### config.mk
export PLATFORM = sky130hd
export DESIGN_NAME = thermocouple_frame_outlier_ema
export DESIGN_NICKNAME = d
export VERILOG_FILES = /design/src/tfoe_pkg.sv /design/src/tfoe_cfg.sv /design/src/tfoe_front.sv /design/src/tfoe_filter.sv /design/src/thermocouple_frame_outlier_ema.sv
export SDC_FILE = /design/constraint.sdc
export NUM_CORES = 1
export LEC_CHECK = 0
export ABC_AREA = 1
export BUFFER_PORTS_ARGS = -buffer_cell sky130_fd_sc_hd__buf_2
export CORE_ASPECT_RATIO = 1.1
export CORE_MARGIN = 3
export CORE_UTILIZATION = 30
export DETAILED_ROUTE_END_ITERATION = 7
export GPL_TIMING_DRIVEN = 1
export HOLD_SLACK_MARGIN = 0.08
export MAX_ROUTING_LAYER = met4
export PLACE_DENSITY = 0.52
export SLEW_MARGIN = 30
export SYNTH_ARGS = -nofsm -noshare
export SYNTH_HDL_FRONTEND = slang
export SYNTH_SLANG_ARGS = --single-unit
export TNS_END_PERCENT = 100
### constraint.sdc
create_clock -name clk_i -period 9.6 [get_ports clk_i]
set_clock_uncertainty 0.15 [all_clocks]
set_input_delay 1.92 -clock clk_i [delete_from_list [all_inputs] [get_ports clk_i]]
set_output_delay 1.92 -clock clk_i [all_outputs]
set_load 0.1 [all_outputs]
### src/tfoe_pkg.sv
package tfoe_pkg;

  // converter frame layout
  localparam int unsigned FRAME_W  = 16;
  localparam int unsigned CODE_W   = 12;
  localparam int unsigned CODE_LSB = 3;

  // sample and register widths
  localparam int unsigned SAMPLE_W       = 14;
  localparam int unsigned OFFSET_W       = 10;
  localparam int unsigned MAX_REL_W      = 8;
  localparam int unsigned SHIFT_W        = 3;
  localparam int unsigned REL_SCALE_BITS = 8;

  // filter fraction bits below the quarter degree
  localparam int unsigned FRACTION_BITS_DEF = 8;

  // configuration port
  localparam int unsigned CFG_IDX_W  = 2;
  localparam int unsigned CFG_DATA_W = 10;

  // register reset values
  localparam logic signed [OFFSET_W-1:0] OFFSET_RST  = '0;
  localparam logic [MAX_REL_W-1:0]       MAX_REL_RST = 8'd26;
  localparam logic [SHIFT_W-1:0]         SHIFT_RST   = 3'd3;

  // register indexes
  typedef enum logic [CFG_IDX_W-1:0] {
    CFG_OFFSET    = 2'd0,
    CFG_MAX_REL   = 2'd1,
    CFG_AVG_SHIFT = 2'd2
  } cfg_idx_e;

  // live configuration
  typedef struct packed {
    logic signed [OFFSET_W-1:0] offset;
    logic [MAX_REL_W-1:0]       max_rel;
    logic [SHIFT_W-1:0]         avg_shift;
  } cfg_t;

  // filter status
  typedef struct packed {
    logic primed;
  } flt_status_t;

endpackage

### src/tfoe_cfg.sv
module tfoe_cfg (
  input  logic                                clk_i,
  input  logic                                rst_ni,
  input  logic                                cfg_valid_i,
  output logic                                cfg_ready_o,
  input  logic [tfoe_pkg::CFG_IDX_W-1:0]      cfg_index_i,
  input  logic [tfoe_pkg::CFG_DATA_W-1:0]     cfg_data_i,
  output tfoe_pkg::cfg_t                      cfg_o
);
  import tfoe_pkg::*;

  cfg_t cfg_q, cfg_d;

  assign cfg_ready_o = 1'b1;

  // register decode, unknown index leaves everything alone
  always_comb begin
    cfg_d = cfg_q;
    if (cfg_valid_i) begin
      unique case (cfg_idx_e'(cfg_index_i))
        CFG_OFFSET:    cfg_d.offset    = $signed(cfg_data_i[OFFSET_W-1:0]);
        CFG_MAX_REL:   cfg_d.max_rel   = cfg_data_i[MAX_REL_W-1:0];
        CFG_AVG_SHIFT: cfg_d.avg_shift = cfg_data_i[SHIFT_W-1:0];
        default:       cfg_d = cfg_q;
      endcase
    end
  end

  always_ff @(posedge clk_i or negedge rst_ni) begin
    if (!rst_ni) begin
      cfg_q.offset    <= OFFSET_RST;
      cfg_q.max_rel   <= MAX_REL_RST;
      cfg_q.avg_shift <= SHIFT_RST;
    end else begin
      cfg_q <= cfg_d;
    end
  end

  assign cfg_o = cfg_q;

endmodule

### src/tfoe_front.sv
module tfoe_front (
  input  logic                                 clk_i,
  input  logic                                 rst_ni,
  input  logic signed [tfoe_pkg::OFFSET_W-1:0] offset_i,
  input  logic                                 in_valid_i,
  output logic                                 in_ready_o,
  input  logic [tfoe_pkg::FRAME_W-1:0]         raw_frame_i,
  output logic                                 smp_valid_o,
  input  logic                                 smp_ready_i,
  output logic signed [tfoe_pkg::SAMPLE_W-1:0] smp_o
);
  import tfoe_pkg::*;

  logic [CODE_W-1:0]          code;
  logic signed [SAMPLE_W-1:0] code_ext;
  logic signed [SAMPLE_W-1:0] off_ext;
  logic signed [SAMPLE_W-1:0] smp_d, smp_q;
  logic                       valid_d, valid_q;
  logic                       take;

  // code extraction and calibration offset
  assign code     = raw_frame_i[CODE_LSB +: CODE_W];
  assign code_ext = $signed(SAMPLE_W'(code));
  assign off_ext  = SAMPLE_W'(offset_i);
  assign smp_d    = code_ext + off_ext;

  // stage moves when empty or when the filter takes its item
  assign in_ready_o = !valid_q || smp_ready_i;
  assign take       = in_valid_i && in_ready_o;

  always_comb begin
    valid_d = valid_q;
    if (in_ready_o) begin
      valid_d = in_valid_i;
    end
  end

  always_ff @(posedge clk_i or negedge rst_ni) begin
    if (!rst_ni) begin
      valid_q <= 1'b0;
    end else begin
      valid_q <= valid_d;
    end
  end

  always_ff @(posedge clk_i) begin
    if (take) begin
      smp_q <= smp_d;
    end
  end

  assign smp_valid_o = valid_q;
  assign smp_o       = smp_q;

endmodule

### src/tfoe_filter.sv
module tfoe_filter #(
  parameter int unsigned FRACTION_BITS = tfoe_pkg::FRACTION_BITS_DEF,
  parameter int unsigned FILT_W        = tfoe_pkg::SAMPLE_W + FRACTION_BITS
) (
  input  logic                                  clk_i,
  input  logic                                  rst_ni,
  input  tfoe_pkg::cfg_t                        cfg_i,
  input  logic                                  smp_valid_i,
  output logic                                  smp_ready_o,
  input  logic signed [tfoe_pkg::SAMPLE_W-1:0]  smp_i,
  output logic                                  out_valid_o,
  input  logic                                  out_ready_i,
  output logic signed [tfoe_pkg::SAMPLE_W-1:0]  sample_temp_o,
  output logic signed [FILT_W-1:0]              filtered_temp_o,
  output logic                                  sample_accepted_o,
  output tfoe_pkg::flt_status_t                 status_o
);
  import tfoe_pkg::*;

  localparam int unsigned LHS_W = FILT_W + 1 + REL_SCALE_BITS;
  localparam int unsigned RHS_W = FILT_W + MAX_REL_W;

  logic signed [FILT_W-1:0]   filt_q, filt_d;
  logic                       primed_q, primed_d;
  logic                       out_valid_q, out_valid_d;
  logic signed [SAMPLE_W-1:0] smp_out_q;
  logic signed [FILT_W-1:0]   filt_out_q;
  logic                       acc_q, acc_d;
  logic                       take;

  logic signed [FILT_W-1:0]   scaled;
  logic signed [FILT_W:0]     diff;
  logic [FILT_W:0]            abs_d;
  logic [FILT_W-1:0]          abs_f;
  logic [LHS_W-1:0]           lhs;
  logic [RHS_W-1:0]           rhs;
  logic                       in_limit;
  logic signed [FILT_W:0]     step;

  // result register frees up when empty or taken
  assign smp_ready_o = !out_valid_q || out_ready_i;
  assign take        = smp_valid_i && smp_ready_o;

  // sample moved onto the filter grid
  assign scaled = FILT_W'(smp_i) <<< FRACTION_BITS;
  assign diff   = {scaled[FILT_W-1], scaled} - {filt_q[FILT_W-1], filt_q};
  assign abs_d  = diff[FILT_W] ? (FILT_W + 1)'(-diff) : diff;
  assign abs_f  = filt_q[FILT_W-1] ? FILT_W'(-filt_q) : filt_q;

  // relative change test without a divide
  assign lhs      = {abs_d, {REL_SCALE_BITS{1'b0}}};
  assign rhs      = RHS_W'(abs_f) * RHS_W'(cfg_i.max_rel);
  assign in_limit = lhs < LHS_W'(rhs);
  assign step     = diff >>> cfg_i.avg_shift;

  // load on first item, otherwise move toward the sample when in limit
  always_comb begin
    filt_d   = filt_q;
    primed_d = primed_q;
    acc_d    = 1'b0;
    if (!primed_q) begin
      filt_d   = scaled;
      primed_d = 1'b1;
      acc_d    = 1'b1;
    end else if (in_limit) begin
      filt_d = filt_q + step[FILT_W-1:0];
      acc_d  = 1'b1;
    end
  end

  always_comb begin
    out_valid_d = out_valid_q;
    if (smp_ready_o) begin
      out_valid_d = smp_valid_i;
    end
  end

  // control state
  always_ff @(posedge clk_i or negedge rst_ni) begin
    if (!rst_ni) begin
      filt_q      <= '0;
      primed_q    <= 1'b0;
      out_valid_q <= 1'b0;
    end else begin
      out_valid_q <= out_valid_d;
      if (take) begin
        filt_q   <= filt_d;
        primed_q <= primed_d;
      end
    end
  end

  // result payload
  always_ff @(posedge clk_i) begin
    if (take) begin
      smp_out_q  <= smp_i;
      filt_out_q <= filt_d;
      acc_q      <= acc_d;
    end
  end

  assign out_valid_o       = out_valid_q;
  assign sample_temp_o     = smp_out_q;
  assign filtered_temp_o   = filt_out_q;
  assign sample_accepted_o = acc_q;
  assign status_o.primed   = primed_q;

endmodule

### src/thermocouple_frame_outlier_ema.sv
// Thermocouple frame filter with outlier rejection.
// Input channel (in_valid_i / in_ready_o) carries one 16-bit converter frame
// per item; the 12-bit quarter-degree code sits in bits 14 to 3. Output
// channel (out_valid_o / out_ready_i) returns one result per item: the
// offset-corrected sample, the filter value after the item and a flag that
// says whether the sample loaded or moved the filter.
// An accepted frame sits in the sample register, moves into the result
// register when the filter takes it, and its result is taken from there.
// Throughput: one item per cycle while out_ready_i stays high; the relative
// change compare (one 8-bit by filter-width multiply) and the shift-add are
// combinational between the sample register and the result register.
// Configuration writes (cfg_valid_i / cfg_ready_o, always ready) go to
// offset, relative change limit and averaging shift; write them while idle.
// Reset: registers return to offset 0, limit 26/256, shift 3, and the
// filter is unprimed so the next sample loads it.
// Receiver stall: the result register holds, the sample stage fills, and
// in_ready_o then drops until out_ready_i returns.
module thermocouple_frame_outlier_ema #(
  parameter int unsigned FRACTION_BITS = tfoe_pkg::FRACTION_BITS_DEF,
  parameter int unsigned FILT_W        = tfoe_pkg::SAMPLE_W + FRACTION_BITS
) (
  input  logic                                 clk_i,
  input  logic                                 rst_ni,
  input  logic                                 cfg_valid_i,
  output logic                                 cfg_ready_o,
  input  logic [tfoe_pkg::CFG_IDX_W-1:0]       cfg_index_i,
  input  logic [tfoe_pkg::CFG_DATA_W-1:0]      cfg_data_i,
  input  logic                                 in_valid_i,
  output logic                                 in_ready_o,
  input  logic [tfoe_pkg::FRAME_W-1:0]         raw_frame_i,
  output logic                                 out_valid_o,
  input  logic                                 out_ready_i,
  output logic signed [tfoe_pkg::SAMPLE_W-1:0] sample_temp_o,
  output logic signed [FILT_W-1:0]             filtered_temp_o,
  output logic                                 sample_accepted_o
);
  import tfoe_pkg::*;

  cfg_t                       cfg;
  flt_status_t                status;
  logic                       smp_valid;
  logic                       smp_ready;
  logic signed [SAMPLE_W-1:0] smp;

  // configuration registers
  tfoe_cfg u_cfg (
    .clk_i       (clk_i),
    .rst_ni      (rst_ni),
    .cfg_valid_i (cfg_valid_i),
    .cfg_ready_o (cfg_ready_o),
    .cfg_index_i (cfg_index_i),
    .cfg_data_i  (cfg_data_i),
    .cfg_o       (cfg)
  );

  // frame decode and sample register
  tfoe_front u_front (
    .clk_i       (clk_i),
    .rst_ni      (rst_ni),
    .offset_i    (cfg.offset),
    .in_valid_i  (in_valid_i),
    .in_ready_o  (in_ready_o),
    .raw_frame_i (raw_frame_i),
    .smp_valid_o (smp_valid),
    .smp_ready_i (smp_ready),
    .smp_o       (smp)
  );

  // filter state and result register
  tfoe_filter #(
    .FRACTION_BITS (FRACTION_BITS),
    .FILT_W        (FILT_W)
  ) u_filter (
    .clk_i             (clk_i),
    .rst_ni            (rst_ni),
    .cfg_i             (cfg),
    .smp_valid_i       (smp_valid),
    .smp_ready_o       (smp_ready),
    .smp_i             (smp),
    .out_valid_o       (out_valid_o),
    .out_ready_i       (out_ready_i),
    .sample_temp_o     (sample_temp_o),
    .filtered_temp_o   (filtered_temp_o),
    .sample_accepted_o (sample_accepted_o),
    .status_o          (status)
  );

  // input never stalls while the result register is empty
  a_ready_when_empty : assert property (
    @(posedge clk_i) disable iff (!rst_ni)
    !out_valid_o |-> in_ready_o
  ) else $error("input stalled with empty result register");

  // a rejected sample only happens once the filter is loaded
  a_reject_needs_primed : assert property (
    @(posedge clk_i) disable iff (!rst_ni)
    (out_valid_o && !sample_accepted_o) |-> status.primed
  ) else $error("sample rejected before filter was loaded");

  // the loading item reports its own sample as the filter value
  a_load_value : assert property (
    @(posedge clk_i) disable iff (!rst_ni)
    $rose(status.primed) |->
      (out_valid_o && sample_accepted_o &&
       filtered_temp_o == (FILT_W'(sample_temp_o) <<< FRACTION_BITS))
  ) else $error("filter load value mismatch");

  // once loaded the filter stays loaded
  a_primed_holds : assert property (
    @(posedge clk_i) disable iff (!rst_ni)
    status.primed |=> status.primed
  ) else $error("filter lost its primed state");

endmodule
Yosys cells after proc, flatten, opt, wreduce, memory -nomap -nowiden --
Index checks and enable logic that the tools add are counted.
Operators by class: magnitude comparators 1, add/subtract/negate cells 5, reductions and logical operators 10, shift operators 1, eq/ne operators 2, mux-type cells 5, multiply operators 1
Operator list (count):
- $mux W22 | 3
- $lt A31 B30 Y1 | 1
- $mul A22 B8 Y30 | 1
- $mux W23 | 1
- $neg A23 Y23 | 1
- $sshr A23 B3 Y22 | 1
- $sub A22 B22 Y23 | 1
- $add A22 B22 Y22 | 1
- $neg A22 Y22 | 1
- $add A13 B10 Y14 | 1
- $reduce_and A2 Y1 | 3
- $eq A2 B1 Y1 const B | 1
- $eq A2 B2 Y1 const B | 1
- $logic_and A1 B1 Y1 | 2
- $logic_not A1 Y1 | 2
- $logic_not A2 Y1 | 1
- $logic_or A1 B1 Y1 | 2
- $mux W1 | 1
Word-level totals: bits in registers 97

Depth between registers and ports, before layout --
Gate-level depths: netlist (run 1).
depth after elaboration 6, mapped depth 45, mapped depth without buffers 45

Modules after synthesis --
A second synthesis (run 1) with hierarchy kept.
Unflattened totals: cell total of the unflattened synthesis 1944, area, all modules 14174.8 um^2
Modules (own cells, without submodules):
- tfoe_filter | cells an instance 1683, instances 1, sequential area each 1711.6 um^2, area an instance 11985.2 um^2
- tfoe_front | cells an instance 164, instances 1, sequential area each 445.4 um^2, area an instance 1262.5 um^2
- tfoe_cfg | cells an instance 97, instances 1, sequential area each 531.8 um^2, area an instance 927.1 um^2

Worst setup path before layout (run 1) --
No wires, ideal clock.
path type reg2reg, start point register u_filter.filt_q[0], end point register u_filter.filt_out_q[21] (netlist: u_filter.filtered_temp_o[21]), data pin, stages on the path, launching flop included 45, required time 9195 ps, arrival time 7056 ps, setup slack 2139 ps, setup time 255 ps, cells stage by stage dfrtp_1 > inv_2 > ha_1 > inv_1 > nor2_2 > nand2_4 > nand2_1 > nand2_1 > inv_1 > nand2_1 > o21ai_0 > nand2_1 > fa_1 > fa_1 > inv_1 > fa_1 > inv_1 > fa_1 > (+9 left out) > nand2_1 > nand2_1 > xnor2_1 > ha_1 > nand4_1 > nor2_1 > nor3_1 > nand3_1 > nand2_1 > nand2_1 > nand2_1 > nand2_1 > nand2_1 > nand2_8 > buf_12 > nand2_4 > nand3_2 > and2_1
Between the ends: word-level cells in the longest chain between the ends 6
RTL lines:
- start: declaration | RTL line tfoe_filter.sv:23 | logic signed [FILT_W-1:0] filt_q, filt_d;
- start signal: assignment | RTL line tfoe_filter.sv:87 | filt_q <= filt_d;
- $neg A22 Y22 or $sub A22 B22 Y23 (tied branches) | RTL line tfoe_filter.sv:48, tfoe_filter.sv:46
- $mux W22 or $neg A23 Y23 (tied branches) | RTL line tfoe_filter.sv:48, tfoe_filter.sv:47
- $mul A22 B8 Y30 or $mux W23 (tied branches) | RTL line tfoe_filter.sv:52, tfoe_filter.sv:47
- $lt A31 B30 Y1 | RTL line tfoe_filter.sv:53 | assign in_limit = lhs < LHS_W'(rhs);
- $mux W22 * | RTL line tfoe_filter.sv:65 | end else if (in_limit) begin
- $mux W22 * | RTL line tfoe_filter.sv:61 | if (!primed_q) begin
- via u_filter.filt_d[21] | RTL line tfoe_filter.sv:23
- end signal: assignment | RTL line tfoe_filter.sv:97 | filt_out_q <= filt_d;
- end: declaration | RTL line tfoe_filter.sv:27 | logic signed [FILT_W-1:0] filt_out_q;
Mark *: on every way through the listed nets, which the timed path passes. The rest lies on a longest branch. A chain may end at the register's enable or synchronous reset.

Final worst setup path (run 1) --
start point register u_filter.filt_q[1], end point register u_filter.filt_out_q[21] (netlist: u_filter.filtered_temp_o[21]), data pin
The elaborated chain is that of the path after synthesis.

==> results of run 1 <==
[worst max-delay path: cells and delay by family (launching register included)]
| kind | cells | cell delay [ps] |
|---|---|---|
| fa+ha+maj | 7 | 3050 |
| simple gates | 21 | 2420 |
| compound gates | 8 | 1670 |
| buf+inv | 7 | 730 |
| flops | 1 | 390 |
| xor+xnor | 1 | 180 |
[per-layer routing]
metal	vias up	track usage	wire, µm
met5	-	-	0
met2	237	0.275	18600
met3	42	0.0140	1360
li1	5895	-	-
met4	0	0.0356	730
met1	5666	0.226	18500
[cells by family after synthesis]
| logic type | Yosys count | share of synthesized area |
|---|---|---|
| DFF | 97 | 0.195 |
| xor gates and xnor gates | 95 | 0.0620 |
| other | 1 | 0.000272 |
| muxes | 10 | 0.00744 |
| and+or+nand+nor | 776 | 0.245 |
| buffers and inverters | 347 | 0.0981 |
| AOI/OAI and AO/OA | 253 | 0.105 |
| adders and majority gates | 243 | 0.287 |
[sequential cells by signal, indices dropped and copies added, names as in the netlist]
signal / flops
u_front.smp_o: 14
u_cfg.cfg_o: 21
u_filter.out_valid_o: 1
u_filter.status_o: 1
u_filter.sample_temp_o: 14
u_filter.filtered_temp_o: 22
u_filter.filt_q: 22
u_front.smp_valid_o: 1
u_filter.sample_accepted_o: 1
[worst paths after layout]
path                                          from                      endpoint  slack, ps  depth (start not counted)
worst min register to register     u_cfg.cfg_o[18]               u_cfg.cfg_o[18]        350                          2
min in group asynchronous                   rst_ni           u_front.smp_valid_o       1510                          2
worst min-delay path               u_cfg.cfg_o[18]               u_cfg.cfg_o[18]        350                          2
worst max-delay path            u_filter.filt_q[1]  u_filter.filtered_temp_o[21]        730                         44
worst max register to register  u_filter.filt_q[1]  u_filter.filtered_temp_o[21]        730                         44
max in group asynchronous                   rst_ni                u_cfg.cfg_o[3]       7330                          2
[final cells by class]
cell class                      count  area share
Clock buffer                       10      0.0152
Clock inverter                      6     0.00540
Inverter                          301      0.0751
Multi-Input combinational cell   1378       0.646
Sequential cell                    97       0.178
Tap cell                          581      0.0482
Timing Repair Buffer               85      0.0312
[Yosys cell counts, types with 2 or more instances]
master	instances	area (µm²)
ha_1	121	1510
inv_2	12	45.0
o21ai_1	12	60.1
buf_1	2	7.51
xor2_2	3	48.8
o22ai_2	8	100
nor2_4	3	33.8
o221ai_1	3	26.3
edfxtp_1	51	1530
dfstp_2	5	131
nand3_2	25	250
nand4_1	18	113
nand2_2	5	31.3
buf_2	7	35.0
o31ai_1	2	15.0
nand3_1	69	345
a21oi_2	3	26.3
nor2_1	232	871
buf_4	3	22.5
inv_1	283	1060
fa_1	122	2440
nor4_1	3	18.8
xor2_1	67	587
clkinv_1	5	18.8
xnor2_1	25	219
mux2i_1	8	80.1
nor2_2	10	62.6
a21o_1	7	52.6
nor3_1	14	70.1
a21oi_1	88	440
or2_2	5	31.3
a211oi_1	3	22.5
nand2_1	381	1430
o211ai_1	2	15.0
nand2_4	5	56.3
o21bai_1	4	30.0
mux2_2	2	22.5
clkbuf_1	32	120
o21ai_0	102	510
dfrtp_1	41	1030
a31oi_1	9	56.3
o21a_1	2	15.0
[placed cells by master, fill, tap and decap left out, types with 67 or more instances in the layout]
| master | count |
|---|---|
| nand2_1 | 381 |
| inv_1 | 282 |
| nor2_1 | 232 |
| fa_1 | 122 |
| ha_1 | 121 |
| o21ai_0 | 102 |
| a21oi_1 | 88 |
| nand3_1 | 69 |
| xor2_1 | 67 |
| buf_2 | 67 |
[metrics by stage]
stage	cells	utilization	setup WS, ps
after detailed placement	2442	0.329	842
after global placement	2442	0.329	817
after CTS	2458	0.336	810
after floorplan	1822	-	2140
final	2458	0.336	734
after global routing	2458	0.336	108
==> summary.txt, run 1 <==
Final layout
  • Share of cells above drive strength 1: 0.103
  • Multi-input gate area: 0.00974 mm²
  • Inserted Diodes: 0
  • Reg area: 0.00269 mm²
  • Fin nets: between 2000 and 2500
  • Fin area: 0.0151 mm²
  • Fillers: between 4000 and 5000
  • P&R area growth vs syn: 9.34%

Clocking
  • Number of hold buffers added after cts: 0
  • Root Buffer: clkbuf_16
  • Postcts setup bufs: 0
  • # resized after CTS: 0
  • Sink Count: 97
  • TritonCTS clock tree: yes
  • H-tree levels: 3
  • Worst-Skew Late Latency: 360 ps
  • Clock slew at reported path FFs: 70 ps
  • CTS buffer count: 9
  • Clock Path Buffers: 2

STA
  • Worst-margin pin slew: 994 ps
  • Setup violators final: 0
  • Final worst path period share: 0.924
  • Slew Viols, Final: 0
  • Setup TNS: 0 ps
  • Unrepaired setup endpoints after global routing: false
  • Fmax: around 0.11 GHz
  • Worst slew margin: 0.336
  • Period minus WS final: approximately 8900 ps
  • Hold slack: 354 ps
  • Final hold vios: 0

Die
  • Core Area: 0.0449 mm²
  • Row cnt: 81
  • Die Area: 0.0486 mm²
  • Initial core utilization: 0.307
  • Die width: 210 µm
  • # IOs: 73
  • DIE HEIGHT: between 200 and 250 µm

GRT
  • Vias in the first global route: roughly 12000
  • Total gr overflow: 0
  • Total Routing Usage GR: 0.167
  • First-pass GRT wire length: around 63000 µm
  • Largest net degree at the start of global routing: between 40 and 50
  • Initial antenna violation count: 0

Synthesis
  • Synth warnings: 0
  • Netlist cell types: 60
  • Ys flop type: edfxtp_1
  • Post-Syn Instances: 1822
  • Sequential fraction of the synthesis area: 0.195
  • Synth Register Bits: 97
  • Fraction of registers with async set/reset: 0.474
  • EDFF count, synth: 51
  • Synthesized area: 0.0138 mm²
  • Syn nets: ~2100
  • Synthesized area per cell: 7.56 µm²

Worst hold path
  • Hold Path Class: reg2reg

Critical path
  • Required @ worst endpoint: 9560 ps
  • CP Class: reg2reg
  • Cell repeated most along the worst path: nand2_1
  • Critical Path Sink Type: flop
  • Worst Path Arrival: 8820 ps
  • Worst stage delay on the critical path: around 530 ps
  • Crit Path Max Fanout: 23
  • CP max stage cell: fa_1
  • Setup crit start kind: flop

Route
  • Pre-antenna DRT Iters: 5
  • Drt total wl: 39200 µm
  • Via Count: around 12000
  • Avg Vias per Cell: between 4 and 5
  • Drt initial violations: 790
  • Drt drc: 0
  • Post-route ant nets: 0
  • Routed WL per cell: between 15 and 20 µm

Placed design
  • Dpl cell area: 0.0148 mm²
  • PortBufs: 67
  • Final Wtd Congestion: 0.921
  • DP HPWL: 32400 µm

Flow run
  • Max-cap viol count: 0

Outcome
  • Outcome: finished clean
Power of run 1 is left out: the tool's default activity adds up to more than one toggle a clock period on the data nets, which glitch-free logic cannot reach.
==> run 2: changes to the inputs <==
--- a/config.mk
+++ b/config.mk
@@ -14,7 +14,6 @@
 export GPL_TIMING_DRIVEN = 1
 export HOLD_SLACK_MARGIN = 0.08
 export MAX_ROUTING_LAYER = met4
-export PLACE_DENSITY = 0.52
 export SLEW_MARGIN = 30
 export SYNTH_ARGS = -nofsm -noshare
 export SYNTH_HDL_FRONTEND = slang
==> constraint.sdc (replaced) <==
create_clock -name clk_i -period 7.99 [get_ports clk_i]
set_clock_uncertainty 0.15 [all_clocks]
set_input_delay 1.598 -clock clk_i [delete_from_list [all_inputs] [get_ports clk_i]]
set_output_delay 1.598 -clock clk_i [all_outputs]
set_load 0.1 [all_outputs]
==> run 2 against run 1 <==
Compared with the run above:
- via count increased by 3.9%
- hold slack got worse by 2.9 ps
- final cell count grew 3.3%
- first-iteration DRC count decreased by 7.6%
- core utilization rose by 1.8 points
- die area unchanged
- maximum frequency is 17% higher
- critical path depth decreased by 3
- routed wire length down 0.52%
- sequential share of layout area fell by 0.92 points
- cell area is 5.5% higher
- count of clock-buffer cells in the layout shrank 1
- highest routed layer unchanged
==> summary.txt, run 2 (synthesis results as in run 1) <==
Outcome
  • Outcome: finished clean

GRT
  • Total gr overflow: 0
  • Initial antenna violation count: 0
  • Vias in the first global route: 12199
  • Largest net degree at the start of global routing: 63
  • Total Routing Usage GR: 0.166
  • First-pass GRT wire length: 63500 µm

Die
  • Die width: between 200 and 250 µm
  • Initial core utilization: 0.307
  • Die Area: 0.0486 mm²
  • Core Area: roughly 0.045 mm²
  • DIE HEIGHT: 231 µm
  • # IOs: 73
  • Row cnt: 81

Clocking
  • TritonCTS clock tree: yes
  • Number of hold buffers added after cts: 0
  • Worst-Skew Late Latency: 370 ps
  • Sink Count: 97
  • H-tree levels: 3
  • CTS buffer count: 9
  • Clock Path Buffers: 2
  • Clock slew at reported path FFs: 80 ps
  • Root Buffer: clkbuf_16

Critical path
  • Bufs and invs on worst path: 12
  • Cell repeated most along the worst path: nand2_1
  • CP startpoint: u_filter.filt_q[1]
  • Worst Path Arrival: 7550 ps
  • Required @ worst endpoint: 7960 ps
  • RR Endpoint: u_filter.filtered_temp_o[21]
  • Critical Path Sink Type: flop
  • Reg2reg start: u_filter.filt_q[1]
  • Number of cells on the critical path: 41
  • Critical path's top delay family: adder cells
  • Crit Path Max Fanout: 20
  • CP max stage cell: fa_1
  • Reg2Reg Setup Slack: 410 ps
  • Reg2Reg Depth: 41
  • Setup crit start kind: flop
  • CP Class: reg2reg
  • Worst stage delay on the critical path: 560 ps

STA
  • Fmax: between 0.1 and 0.15 GHz
  • Period minus WS final: 7580 ps
  • Worst slew margin: 0.418
  • Slew Viols, Final: 0
  • Setup violators final: 0
  • Worst-margin pin slew: 872 ps
  • Final worst path period share: 0.948
  • Final hold vios: 0

Final layout
  • Share of cells above drive strength 1: 0.161
  • Fin nets: ~2200
  • Fillers: 4708
  • Final core occ: 0.354
  • P&R area growth vs syn: 15.3%
  • Most common cell after layout, fill and taps aside: nand2_1
  • Most frequent cells in the layout: 379 x nand2_1, 276 x inv_1, 223 x nor2_1
  • Inserted Diodes: 0

Worst hold path
  • Hold Path End: u_cfg.cfg_o[13]
  • Min-Delay Path Depth: 2
  • Hold Path Class: reg2reg
  • Hold_sp: u_cfg.cfg_o[13]

Route
  • Via Count: 12306
  • Avg Vias per Cell: 4.85
  • Post-route ant nets: 0
  • Drt total wl: 39000 µm
  • Drt drc: 0
  • Pre-antenna DRT Iters: 8
  • Routed WL per cell: 15.4 µm
  • Drt initial violations: 730

Placed design
  • DP HPWL: ~33000 µm
  • PortBufs: 67
  • Final Wtd Congestion: ~0.94

Flow run
  • Max-cap viol count: 0
-- run 2: changes by cell type in the layout (fill, tap and decap cells not counted), sizes merged --
cell | before | now
buf | 85 | 166
inv | 300 | 298
clkbuf | 10 | 9
clkinv | 6 | 9
clkinvlp | 0 | 1
bufinv | 1 | 0
-- run 2: worst register-to-register path, delay by kind of cell (launching register included) --
kind                     cells  cell delay, ps
adder cells (fa/ha/maj)      6            2600
AND/OR/NAND/NOR             17            1920
AO/OA/AOI/OAI                4             500
buffers and inverters       12            1420
flip-flops                   1             410
XOR/XNOR                     2             310
-- run 2: worst max-delay path by stage --
stage,to
after floorplan,u_filter.filtered_temp_o[21]
after global placement,u_filter.filtered_temp_o[11]
after detailed placement,u_filter.filtered_temp_o[11]
after CTS,u_filter.filtered_temp_o[14]
after global routing,u_filter.filtered_temp_o[21]
final,u_filter.filtered_temp_o[21]
-- run 2: metrics by stage --
stage / TNS (ps) / cells / hold slack (ps) / instance area, µm² / worst slack [ps]
3_5_place_dp: 0 / 2518 / 334 / 15400 / 31.9
4_1_cts: 0 / 2534 / 354 / 15700 / 2.20
2_1_floorplan: 0 / 1822 / 298 / 13800 / 529
3_3_place_gp: 0 / 2518 / 326 / 15400 / 64.3
6_report: 0 / 2539 / 351 / 15900 / 412
5_1_grt: -51.1 / 2539 / 365 / 15900 / -15.9
-- run 2: final cells by class --
cell class	count	area, µm²	area share
clock inverters	7	85.1	0.00535
flip-flops and latches	97	2690	0.169
well taps	581	727	0.0457
multi-input cells	1378	9910	0.624
repair buffers	166	1120	0.0706
inverters	301	1130	0.0714
clock buffers	9	225	0.0142
-- run 2: per-layer routing --
layer / vias to the layer above / share of wire / track usage
met5: - / 0 / -
met3: 50 / 0.041 / 0.0162
li1: 6063 / - / -
met1: 5919 / 0.46 / 0.223
met4: 0 / 0.023 / 0.0462
met2: 274 / 0.47 / 0.267
-- run 2: repair_timing --
action                                  CTS  global route
endpoints found under the setup margin    0            45
endpoints found under the hold margin     0             0
setup buffers                             0             5
gates resized for setup                   0            58
Power of run 2 is left out for the same reason.
